## src/rtl/assert_macros.svh

```systemverilog
// assertion macros used by the entry store of the threshold filter and sorter
`ifndef ASSERT_MACROS_SVH
`define ASSERT_MACROS_SVH

// property must hold at every clock edge outside reset
`define TFDS_ASSERT(label, prop, msg) \
    label: assert property (@(posedge i_clk) disable iff (!i_rst_n) prop) else $error(msg);

// condition must never be seen outside reset
`define TFDS_ASSERT_NEVER(label, cond, msg) \
    label: assert property (@(posedge i_clk) disable iff (!i_rst_n) !(cond)) else $error(msg);

`endif

```

## src/rtl/tfds_pkg.sv

```systemverilog
// package with the shared types and constants of the threshold filter and sorter
package tfds_pkg;

    localparam int unsigned LIMIT_BITS = 16;
    localparam logic [LIMIT_BITS-1:0] LIMIT_RESET = 16'd200;

    typedef enum logic [1:0] {
        ST_IDLE,
        ST_INSERT,
        ST_PLACE,
        ST_EMIT
    } t_state;

    typedef struct packed {
        logic valid;
        logic keep;
        logic last;
    } t_in_ctl;

    typedef struct packed {
        logic valid;
        logic entry_valid;
        logic overflowed;
        logic end_of_list;
    } t_out_stat;

endpackage

```

## src/rtl/tfds_store.sv

```systemverilog
// entry store with insertion sort in a one-port-write, one-port-read memory and sorted readout
`include "assert_macros.svh"

module tfds_store import tfds_pkg::*; #(
    parameter int unsigned MAX_ENTRIES = 64,
    parameter int unsigned INDEX_BITS  = 8,
    parameter int unsigned COUNT_BITS  = 16
) (
    input  logic                  i_clk,
    input  logic                  i_rst_n,
    input  t_in_ctl               i_ctl,
    input  logic [COUNT_BITS-1:0] i_count,
    input  logic [INDEX_BITS-1:0] i_row,
    input  logic [INDEX_BITS-1:0] i_col,
    output logic                  o_in_stall,
    input  logic                  i_out_stall,
    output t_out_stat             o_stat,
    output logic [COUNT_BITS-1:0] o_count,
    output logic [INDEX_BITS-1:0] o_row,
    output logic [INDEX_BITS-1:0] o_col
);

    localparam int unsigned ADDR_W = $clog2(MAX_ENTRIES);
    localparam int unsigned CNT_W  = $clog2(MAX_ENTRIES + 1);
    localparam logic [CNT_W-1:0] MAX_CNT = CNT_W'(MAX_ENTRIES);
    localparam logic [CNT_W-1:0] ONE_CNT = CNT_W'(1);

    typedef struct packed {
        logic [COUNT_BITS-1:0] count;
        logic [INDEX_BITS-1:0] row;
        logic [INDEX_BITS-1:0] col;
    } t_entry;

    t_entry mem [MAX_ENTRIES];

    t_state           r_state, n_state;
    logic [CNT_W-1:0] r_total, n_total;
    logic [CNT_W-1:0] r_pos, n_pos;
    logic [CNT_W-1:0] r_ptr, n_ptr;
    logic             r_ovf, n_ovf;
    logic             r_final, n_final;
    t_entry           r_new, n_new;
    t_entry           r_rd_data;
    logic             r_out_valid, n_out_valid;
    logic             r_out_entry, n_out_entry;
    logic             r_out_ovf, n_out_ovf;
    logic             r_out_last, n_out_last;

    logic              accept;
    logic              out_free;
    logic              shift;
    logic              load;
    logic              wr_en;
    logic [ADDR_W-1:0] wr_addr;
    t_entry            wr_data;
    logic              rd_en;
    logic [ADDR_W-1:0] rd_addr;
    t_entry            in_entry;
    logic [CNT_W-1:0]  total_m1;
    logic [CNT_W-1:0]  pos_m1;
    logic [CNT_W-1:0]  pos_m2;
    logic [CNT_W-1:0]  ptr_p1;

    assign in_entry = '{count: i_count, row: i_row, col: i_col};
    assign total_m1 = r_total - ONE_CNT;
    assign pos_m1   = r_pos - ONE_CNT;
    assign pos_m2   = r_pos - CNT_W'(2);
    assign ptr_p1   = r_ptr + ONE_CNT;
    assign out_free = !r_out_valid || !i_out_stall;
    assign shift    = r_rd_data.count < r_new.count;

    // an item needing the read port or the output register waits for the pending result
    assign o_in_stall = (r_state != ST_IDLE)
                     || (r_out_valid && ((r_total != '0) || i_ctl.last));
    assign accept     = i_ctl.valid && !o_in_stall;

    always_comb begin
        n_state = r_state;
        case (r_state)
            ST_IDLE: begin
                if (accept) begin
                    if (i_ctl.keep && (r_total != MAX_CNT) && (r_total != '0)) begin
                        n_state = ST_INSERT;
                    end else if (i_ctl.last) begin
                        n_state = ST_EMIT;
                    end
                end
            end
            ST_INSERT: begin
                if (shift) begin
                    if (r_pos == ONE_CNT) begin
                        n_state = ST_PLACE;
                    end
                end else begin
                    n_state = r_final ? ST_EMIT : ST_IDLE;
                end
            end
            ST_PLACE: begin
                n_state = r_final ? ST_EMIT : ST_IDLE;
            end
            ST_EMIT: begin
                if (out_free && ((r_total == '0) || (ptr_p1 == r_total))) begin
                    n_state = ST_IDLE;
                end
            end
            default: begin
                n_state = ST_IDLE;
            end
        endcase
    end

    always_comb begin
        wr_en       = 1'b0;
        wr_addr     = '0;
        wr_data     = r_new;
        rd_en       = 1'b0;
        rd_addr     = '0;
        load        = 1'b0;
        n_total     = r_total;
        n_pos       = r_pos;
        n_ptr       = r_ptr;
        n_ovf       = r_ovf;
        n_final     = r_final;
        n_new       = r_new;
        n_out_entry = r_out_entry;
        n_out_ovf   = r_out_ovf;
        n_out_last  = r_out_last;
        case (r_state)
            ST_IDLE: begin
                if (accept) begin
                    n_final = i_ctl.last;
                    n_new   = in_entry;
                    if (i_ctl.keep) begin
                        if (r_total == MAX_CNT) begin
                            n_ovf = 1'b1;
                        end else if (r_total == '0) begin
                            wr_en   = 1'b1;
                            wr_data = in_entry;
                            n_total = ONE_CNT;
                        end else begin
                            rd_en   = 1'b1;
                            rd_addr = total_m1[ADDR_W-1:0];
                            n_pos   = r_total;
                        end
                    end
                end
            end
            ST_INSERT: begin
                wr_en   = 1'b1;
                wr_addr = r_pos[ADDR_W-1:0];
                if (shift) begin
                    // read two below the write, so the same entry is never hit
                    wr_data = r_rd_data;
                    n_pos   = pos_m1;
                    if (r_pos != ONE_CNT) begin
                        rd_en   = 1'b1;
                        rd_addr = pos_m2[ADDR_W-1:0];
                    end
                end else begin
                    n_total = r_total + ONE_CNT;
                end
            end
            ST_PLACE: begin
                wr_en   = 1'b1;
                n_total = r_total + ONE_CNT;
            end
            ST_EMIT: begin
                if (out_free) begin
                    load = 1'b1;
                    if (r_total == '0) begin
                        n_out_entry = 1'b0;
                        n_out_ovf   = 1'b0;
                        n_out_last  = 1'b1;
                        n_ovf       = 1'b0;
                    end else begin
                        rd_en       = 1'b1;
                        rd_addr     = r_ptr[ADDR_W-1:0];
                        n_out_entry = 1'b1;
                        n_out_ovf   = r_ovf;
                        n_out_last  = (ptr_p1 == r_total);
                        n_ptr       = ptr_p1;
                        if (ptr_p1 == r_total) begin
                            n_total = '0;
                            n_ovf   = 1'b0;
                            n_ptr   = '0;
                        end
                    end
                end
            end
            default: begin
            end
        endcase
        n_out_valid = load || (r_out_valid && i_out_stall);
    end

    always_ff @(posedge i_clk) begin
        if (wr_en) begin
            mem[wr_addr] <= wr_data;
        end
        if (rd_en) begin
            r_rd_data <= mem[rd_addr];
        end
    end

    always_ff @(posedge i_clk) begin
        if (!i_rst_n) begin
            r_state     <= ST_IDLE;
            r_total     <= '0;
            r_ptr       <= '0;
            r_ovf       <= 1'b0;
            r_out_valid <= 1'b0;
        end else begin
            r_state     <= n_state;
            r_total     <= n_total;
            r_ptr       <= n_ptr;
            r_ovf       <= n_ovf;
            r_out_valid <= n_out_valid;
        end
    end

    always_ff @(posedge i_clk) begin
        r_pos       <= n_pos;
        r_final     <= n_final;
        r_new       <= n_new;
        r_out_entry <= n_out_entry;
        r_out_ovf   <= n_out_ovf;
        r_out_last  <= n_out_last;
    end

    assign o_stat  = '{valid: r_out_valid, entry_valid: r_out_entry,
                       overflowed: r_out_ovf, end_of_list: r_out_last};
    assign o_count = r_rd_data.count;
    assign o_row   = r_rd_data.row;
    assign o_col   = r_rd_data.col;

    `TFDS_ASSERT(a_total_bound, r_total <= MAX_CNT, "kept total beyond store depth")
    `TFDS_ASSERT_NEVER(a_rw_overlap, wr_en && rd_en && (wr_addr == rd_addr),
        "read and write of the same entry in one cycle")
    `TFDS_ASSERT_NEVER(a_emit_write, (r_state == ST_EMIT) && wr_en, "store written during readout")
    `TFDS_ASSERT(a_clear_after_last, (r_state == ST_EMIT) && load && n_out_last |=> (r_total == '0)
        && (r_state == ST_IDLE) && !r_ovf, "store not cleared after last result")

endmodule

```

## src/rtl/threshold_filter_descending_sort_core.sv

```systemverilog
// top level of the threshold filter with stable descending sort
//
// input channel: one item per match count with its row and column index,
// accepted when i_in_valid is high and o_in_stall is low. an item whose count
// is at least the match limit is kept; at most MAX_ENTRIES are kept, further
// kept candidates are dropped and raise the overflow flag of the run.
// kept entries are inserted in sorted place as they arrive: any kept item
// but the first of a run or one that finds the store full goes through the
// insert state, which moves each stored entry with a smaller count up one
// place via the memory's single read and write port, and the place state at
// entry 0. on the item with final_entry set, the sorted list is read out
// from the emit state that follows, one result per cycle while the receiver
// does not stall; a stalled result holds, and while it waits an item stalls
// if the store is not empty or it ends a run. an empty run gives one result
// with entry_valid low and end_of_list high. the match limit is written
// through i_cfg_valid / o_cfg_ready; the user must write it only while idle,
// the block does not enforce it. reset empties the store, clears overflow
// and sets the match limit to 200; the memory itself is not cleared.

module threshold_filter_descending_sort_core import tfds_pkg::*; #(
    parameter int unsigned MAX_ENTRIES = 64,
    parameter int unsigned INDEX_BITS  = 8,
    parameter int unsigned COUNT_BITS  = 16
) (
    input  logic                  i_clk,
    input  logic                  i_rst_n,
    input  logic                  i_cfg_valid,
    output logic                  o_cfg_ready,
    input  logic [LIMIT_BITS-1:0] i_cfg_data,
    input  logic                  i_in_valid,
    output logic                  o_in_stall,
    input  logic [COUNT_BITS-1:0] i_match_count,
    input  logic [INDEX_BITS-1:0] i_row_index,
    input  logic [INDEX_BITS-1:0] i_col_index,
    input  logic                  i_final_entry,
    output logic                  o_out_valid,
    input  logic                  i_out_stall,
    output logic [COUNT_BITS-1:0] o_out_count,
    output logic [INDEX_BITS-1:0] o_out_row,
    output logic [INDEX_BITS-1:0] o_out_col,
    output logic                  o_entry_valid,
    output logic                  o_overflowed,
    output logic                  o_end_of_list
);

    localparam int unsigned CMP_W = (COUNT_BITS > LIMIT_BITS) ? COUNT_BITS : LIMIT_BITS;

    logic [LIMIT_BITS-1:0] r_match_limit;
    t_in_ctl               in_ctl;
    t_out_stat             out_stat;
    logic [COUNT_BITS-1:0] st_count;
    logic [INDEX_BITS-1:0] st_row;
    logic [INDEX_BITS-1:0] st_col;

    assign o_cfg_ready = 1'b1;

    always_ff @(posedge i_clk) begin
        if (!i_rst_n) begin
            r_match_limit <= LIMIT_RESET;
        end else if (i_cfg_valid && o_cfg_ready) begin
            r_match_limit <= i_cfg_data;
        end
    end

    assign in_ctl = '{valid: i_in_valid,
                      keep: (CMP_W'(i_match_count) >= CMP_W'(r_match_limit)),
                      last: i_final_entry};

    tfds_store #(
        .MAX_ENTRIES (MAX_ENTRIES),
        .INDEX_BITS  (INDEX_BITS),
        .COUNT_BITS  (COUNT_BITS)
    ) u_store (
        .i_clk       (i_clk),
        .i_rst_n     (i_rst_n),
        .i_ctl       (in_ctl),
        .i_count     (i_match_count),
        .i_row       (i_row_index),
        .i_col       (i_col_index),
        .o_in_stall  (o_in_stall),
        .i_out_stall (i_out_stall),
        .o_stat      (out_stat),
        .o_count     (st_count),
        .o_row       (st_row),
        .o_col       (st_col)
    );

    // empty result carries zero fields
    assign o_out_valid   = out_stat.valid;
    assign o_entry_valid = out_stat.entry_valid;
    assign o_overflowed  = out_stat.overflowed;
    assign o_end_of_list = out_stat.end_of_list;
    assign o_out_count   = out_stat.entry_valid ? st_count : '0;
    assign o_out_row     = out_stat.entry_valid ? st_row : '0;
    assign o_out_col     = out_stat.entry_valid ? st_col : '0;

endmodule
```

## config.mk

```make
export PLATFORM = sky130hd
export DESIGN_NAME = threshold_filter_descending_sort_core
export DESIGN_NICKNAME = d
export VERILOG_FILES = /design/src/rtl/tfds_pkg.sv /design/src/rtl/tfds_store.sv /design/src/rtl/threshold_filter_descending_sort_core.sv
export VERILOG_INCLUDE_DIRS = /design/src /design/src/rtl
export SDC_FILE = /design/constraint.sdc
export NUM_CORES = 2
export LEC_CHECK = 0
export CAP_MARGIN = 0
export CORE_ASPECT_RATIO = 1.75
export CORE_MARGIN = 2
export CORE_UTILIZATION = 50
export DETAILED_ROUTE_END_ITERATION = 8
export DONT_BUFFER_PORTS = 1
export PLACE_DENSITY = 0.66
export SETUP_SLACK_MARGIN = 0.1
export SYNTH_ARGS = -nofsm -noshare
export SYNTH_HDL_FRONTEND = slang
export SYNTH_SLANG_ARGS = --single-unit
```

## constraint.sdc

```tcl
create_clock -name i_clk -period 8.75 [get_ports i_clk]
set_input_delay 1.75 -clock i_clk [delete_from_list [all_inputs] [get_ports i_clk]]
set_output_delay 1.75 -clock i_clk [all_outputs]
set_load 0.02 [all_outputs]
```

Word level (Yosys, flattened, before mapping)
Memory sizes are Yosys's and may differ from the RTL's. A register that Yosys moved wholly into a read port is not among the register bits. Index checks and enable logic that the tools add are counted.

Memories: 1. Latch bits: 0. Memory bits (writable): 2048. Register bits after elaboration: 77. Word-level logic and storage cells: 141. Output and inout bits: 38. Memory bits (read-only): 0. Input bits: 54.

Bitwise operators: 1. $lt $le $gt $ge: 2. Div/mod/pow operators: 0. Add/subtract/negate cells: 5. Mux-type cells: 67. Equality and inequality tests: 23. Multipliers: 0. Reductions and logical operators: 28. Shifts and indexed selects: 0.

Memories: u_store.mem (words 64, bits a word 32, rd ports 1, clocked after memory_dff 1, write ports 1, RTL line tfds_store.sv:34) `t_entry mem [MAX_ENTRIES];`.

Operator list (number): $mux 32 (5); $mux 7 (14); $pmux 32 s2 (1); $mux 6 (9); $pmux 7 s4 (1); $mux 1 (21); $pmux 6 s3 (1); $ge 16x16->1 (1); $lt 16x16->1 (1); $mux 16 (1); $mux 8 (2); $ne 2x1->1 const B (8); $add 7x1->7 const B (2); $mux 2 (7); $pmux 7 s2 (1); $reduce_and 6->1 (2); $ne 2x2->1 const B (4); $pmux 2 s4 (1); $reduce_and 8->1 (1); $eq 7x1->1 const B (1); $eq 7x7->1 (1); $eq 7x7->1 const B (1); $logic_not 7->1 (1); $ne 7x1->1 const B (1); 22 further kinds (38).

Longest topological paths before layout
Depth in word-level cells: 10. Gate-level depth with buffers: 19. Gate-level depth less buffers: 12.

Hierarchy
Synthesis repeated with hierarchy kept, for this count alone.

Cells, all modules: 5863. Area total of the unflattened synthesis: 86671.9 µm².

Modules (own cells, without submodules): tfds_store (times used 1, seq. area each 64111.5 µm², cells an instance 5719, area an instance 85462.0 µm²); threshold_filter_descending_sort_core (times used 1, seq. area each 320.3 µm², cells an instance 144, area an instance 1209.9 µm²).

Worst setup path before layout
Ideal clock, no wire load.

Path kind: in2reg. Start: in i_match_count[15]. End: mem u_store.mem[1][0] (netlist bit), enable pin. Stages: 12. Buffers on the path: 3. Required time: 8.247 ns. Setup time: 0.503 ns. Arrival: 7.516 ns. Setup slack: 0.731 ns. Cell sequence: ha_1 and4_1 nand2_1 or4_1 a31oi_4 buf_6 buf_2 buf_2 nand2_1 a21oi_1 nand4_1 nor4_1.

Longest elaborated chain between the ends: 6.

Ends and longest elaborated chain: from (decl) (RTL line threshold_filter_descending_sort_core.sv:32) `input logic [COUNT_BITS-1:0] i_match_count,`; $ge 16x16->1 (RTL line threshold_filter_descending_sort_core.sv:66) `keep: (CMP_W'(i_match_count) >= CMP_W'(r_match_limit)),`; $mux 1 (RTL line tfds_store.sv:133) `if (i_ctl.keep) begin`; $mux 1 (RTL line tfds_store.sv:130) `if (accept) begin`; $pmux 1 s2 (RTL line tfds_store.sv:128) `case (r_state)`; $mux 1 (RTL line tfds_store.sv:197) `if (wr_en) begin`; $mux 1 (implied by the code) (RTL line tfds_store.sv:198) `mem[wr_addr] <= wr_data;`; to (decl) (RTL line tfds_store.sv:34).

No other way between the ends.

Worst setup path after layout
Start: reg, netlist name u_store.o_count[15]. End: reg, netlist name u_store.o_count[9].

Longest elaborated chain between the ends: 3. Elaborated cells on any way between the ends: 5. Classes of those cells: 1 x order compare; 4 x mux.

Ends and longest elaborated chain: $lt 16x16->1 (*) (RTL line tfds_store.sv:70) `assign shift = r_rd_data.count < r_new.count;`; $mux 6 / $mux 1 (equally long branches) (RTL line tfds_store.sv:151) `if (shift) begin`; $pmux 6 s3 / $pmux 1 s3 (equally long branches) (RTL line tfds_store.sv:128).

Every way passes the cells marked *; elsewhere a longest branch is shown, timed or not. A chain may end at the register's enable or synchronous reset.

==> summary.md <==
| Metric | Value |
|---|---|
| Outcome | finished clean |
| Synth async-reset ratio | 0 |
| Max Cap Viol | 0 |
| Slew margin rel. | 0.0699 |
| Final WL | roughly 290000 um |
| Grt ovf | 0 |
| Std-Cell Rows | 205 |
| Worst hold slack | 0.506 ns |
| Postcts setup bufs | 0 |
| Comb pwr share | 0.319 |
| Clk buf depth | 4 |
| Fin crit period | 7.23 ns |
| Syn Area/Cell | 14.4 um^2 |
| Dpl ws | 0.979 ns |
| Critical path required time | 9.32 ns |
| Area grow syn2layout | 10.7% |
| Placed Area | 93500 um^2 |
| Clk_skew | 0.0440 ns |
| Initial antenna violation count | 18 |
| CP startpoint kind | register |
| Drt pass-1 iters | 6 |
| EDFF count, synth | 2123 |
| Sequential group share of total power | 0.434 |
| TritonCTS clock tree | yes |
| Cell area after layout | 99400 um^2 |
| Final Setup Violations | 0 |
| Largest net degree at the start of global routing | about 170 |
| Wirelength per Cell | 33.0 um |
| Worst Max-Slew Pin Slew | 1.40 ns |
| Die height | 565 um |
| CTS Sinks | 2157 |
| Synth Net Count | 6327 |
| RSZ-0062 raised after global routing | false |
| Static Leak | 32.6 nW |
| Switch share | 0.367 |
| 1st-iter DRT viols | 7221 |
| Routed vias | 58500 |
| CTS root buffer | clkbuf_16 |
| Core area | 178000 um^2 |
| Die X | about 320 um |
| GR Util All Layers | 0.304 |
| CTS clk-pin slew, worst paths | around 0.070 ns |
| Starting density of the core | 0.504 |
| Netlist cell types | 82 |
| GPL Wtd Cong | slightly above 0.9 |
| Final Max Tran Viols | 0 |
| ANT nets after route | 0 |
| Total CTS buffers | 192 |
| Synth warn | 0 |
| Max Fclk | 138 MHz |
| Sequential area share after synthesis | 0.718 |
| Ports | 92 |
| Most common flop cell mapped by yosys | edfxtp_1 |
| Share of layout cells above drive strength 1 | 0.129 |
| Cell internal pwr | ~21 mW |
| Period Utilization, post-route | 0.827 |
| Clock Latency Late Sink | 0.85 ns |
| Final HPWL DP | between 150000 and 200000 um |
| Clk pwr share | 0.247 |
| Multi-input logic area | ~24000 um^2 |
| Nets | 6204 |
| CP max FO | 70 |
| Final hold vios | 0 |
| WP data arrival | 7.81 ns |
| H-tree depth | 4 |
| Synth Register Bits | 2157 |
| Die area | between 150000 and 200000 um^2 |
| Setup ws final | between 1.5 and 2 ns |
| Critical Path Sink Type | register |
| Post-Syn Instances | a little over 6000 |
| TNS Setup | 0 ns |
| First-pass GRT wire length | 404000 um |
| Worst min path class | register to register |
| Switching Power | 12.1 mW |
| Post-Syn Area | 89800 um^2 |
| Peak supply drop | 0.320 mV |
| Vias per cell | 6.77 |
| Number of port buffers | 0 |
| Sequential cell area | 64400 um^2 |
| Vias in the first global route | 57000 |
| Post-cts resize count | 0 |
| Fill count | roughly 14000 |
| Critical path class | register to register |
| Hold-fix buffer count after cts | 0 |
| PD cells | 333 nW/um^2 |
| Tot Pwr | 33.1 mW |
| DRC | 0 |
-- final timing paths --
path                       startpoint            endpoint  slack, ns  cells after the start
hold reg to reg      r_match_limit[7]    r_match_limit[7]       0.51                      2
hold / removal       r_match_limit[7]    r_match_limit[7]       0.51                      2
setup reg to reg  u_store.o_count[15]  u_store.o_count[9]       1.52                     13
setup / recovery  u_store.o_count[15]  u_store.o_count[9]       1.52                     13
-- flip-flops by register name, indices dropped and copies added, names as in the netlist --
register	flops
u_store.r_out_valid	1
u_store.r_out_entry	1
u_store.mem	2048
u_store.r_final	1
u_store.r_out_last	1
r_match_limit	16
u_store.r_ovf	1
u_store.r_new	32
u_store.o_col	8
u_store.o_count	16
u_store.o_row	8
u_store.r_total	7
u_store.r_out_ovf	1
u_store.r_pos	7
u_store.r_ptr	7
u_store.r_state	2
-- power by group through the flow --
| stage | logic, mW | clock network [mW] | registers (mW) |
|---|---|---|---|
| global placement | 10.2 | 0 | 14.6 |
| global route | 11.0 | 8.60 | 14.4 |
| floorplan | 5.87 | 0 | 14.5 |
| detailed placement | 10.3 | 0 | 14.6 |
| finish | 10.6 | 8.19 | 14.4 |
| CTS | 10.4 | 8.24 | 14.4 |
-- Yosys cell counts (101+ instances only) --
library cell / number / area share
edfxtp_1: 2123 / 0.71
nand2_1: 662 / 0.028
clkbuf_1: 384 / 0.016
a211oi_1: 280 / 0.023
o21ai_0: 214 / 0.012
nand3_1: 211 / 0.012
a31oi_1: 193 / 0.013
a311oi_1: 188 / 0.018
inv_1: 188 / 0.0079
mux2i_1: 171 / 0.019
and3_1: 160 / 0.011
a21oi_1: 134 / 0.0075
mux2_2: 129 / 0.016
and2_1: 101 / 0.0070
nor2_1: 101 / 0.0042
-- placed cells by master, fill, tap and decap left out, drive strengths merged, types with 160 or more instances in the layout --
cell / n
nand3: 212
a311oi: 189
nand2: 663
a211oi: 280
inv: 194
buf: 198
mux2i: 171
o21ai: 216
clkbuf: 234
edfxtp: 2123
a31oi: 194
and3: 160
-- cell type report --
type,instances,share of cell area
Sequential cell,2157,0.648
Antenna cell,10,0.000252
Timing Repair Buffer,198,0.0182
Inverter,191,0.00731
Clock buffer,234,0.0506
Clock inverter,104,0.00863
Multi-Input combinational cell,3366,0.237
Tap cell,2380,0.0300
-- logic make-up (layout without fill, tap and decap cells) --
family          after synthesis  in the layout  synth area share
simple gates               1377           1377            0.0722
mux                         300            300            0.0352
compound gates             1616           1616             0.134
fa+ha+maj                    44             44           0.00613
buf+inv                     706            727            0.0315
flops                      2157           2157             0.718
xor+xnor                     28             28           0.00304
other cells                   1             11         0.0000418
-- routing by layer --
metal / up-vias / track usage / share of wire
li1: 24400 / - / -
met1: 29500 / 0.363 / 0.34
met2: 3643 / 0.526 / 0.50
met3: 851 / 0.0519 / 0.095
met4: 18 / 0.160 / 0.057
met5: - / 0 / 0.00042
-- metrics by stage --
stage / std cells / utilization
2_1_floorplan: 6229 / -
3_3_place_gp: 8291 / 0.525
3_5_place_dp: 8292 / 0.525
4_1_cts: 8630 / 0.558
5_1_grt: 8631 / 0.558
6_report: 8640 / 0.558
-- worst max-delay path: stages (launching register included) --
cell       delay [ns]
edfxtp_1         0.63
ha_1             0.43
nand4_1          0.47
or3_1            0.58
o32ai_4          0.59
o31ai_4          0.16
buf_4            0.29
a31o_4           0.45
buf_4            0.44
a2111oi_1        0.65
a211oi_1         0.12
o41ai_1          0.96
o2111ai_1        0.44
or4_1            0.61
No activity file was read; power rests on OpenSTA's default activity.
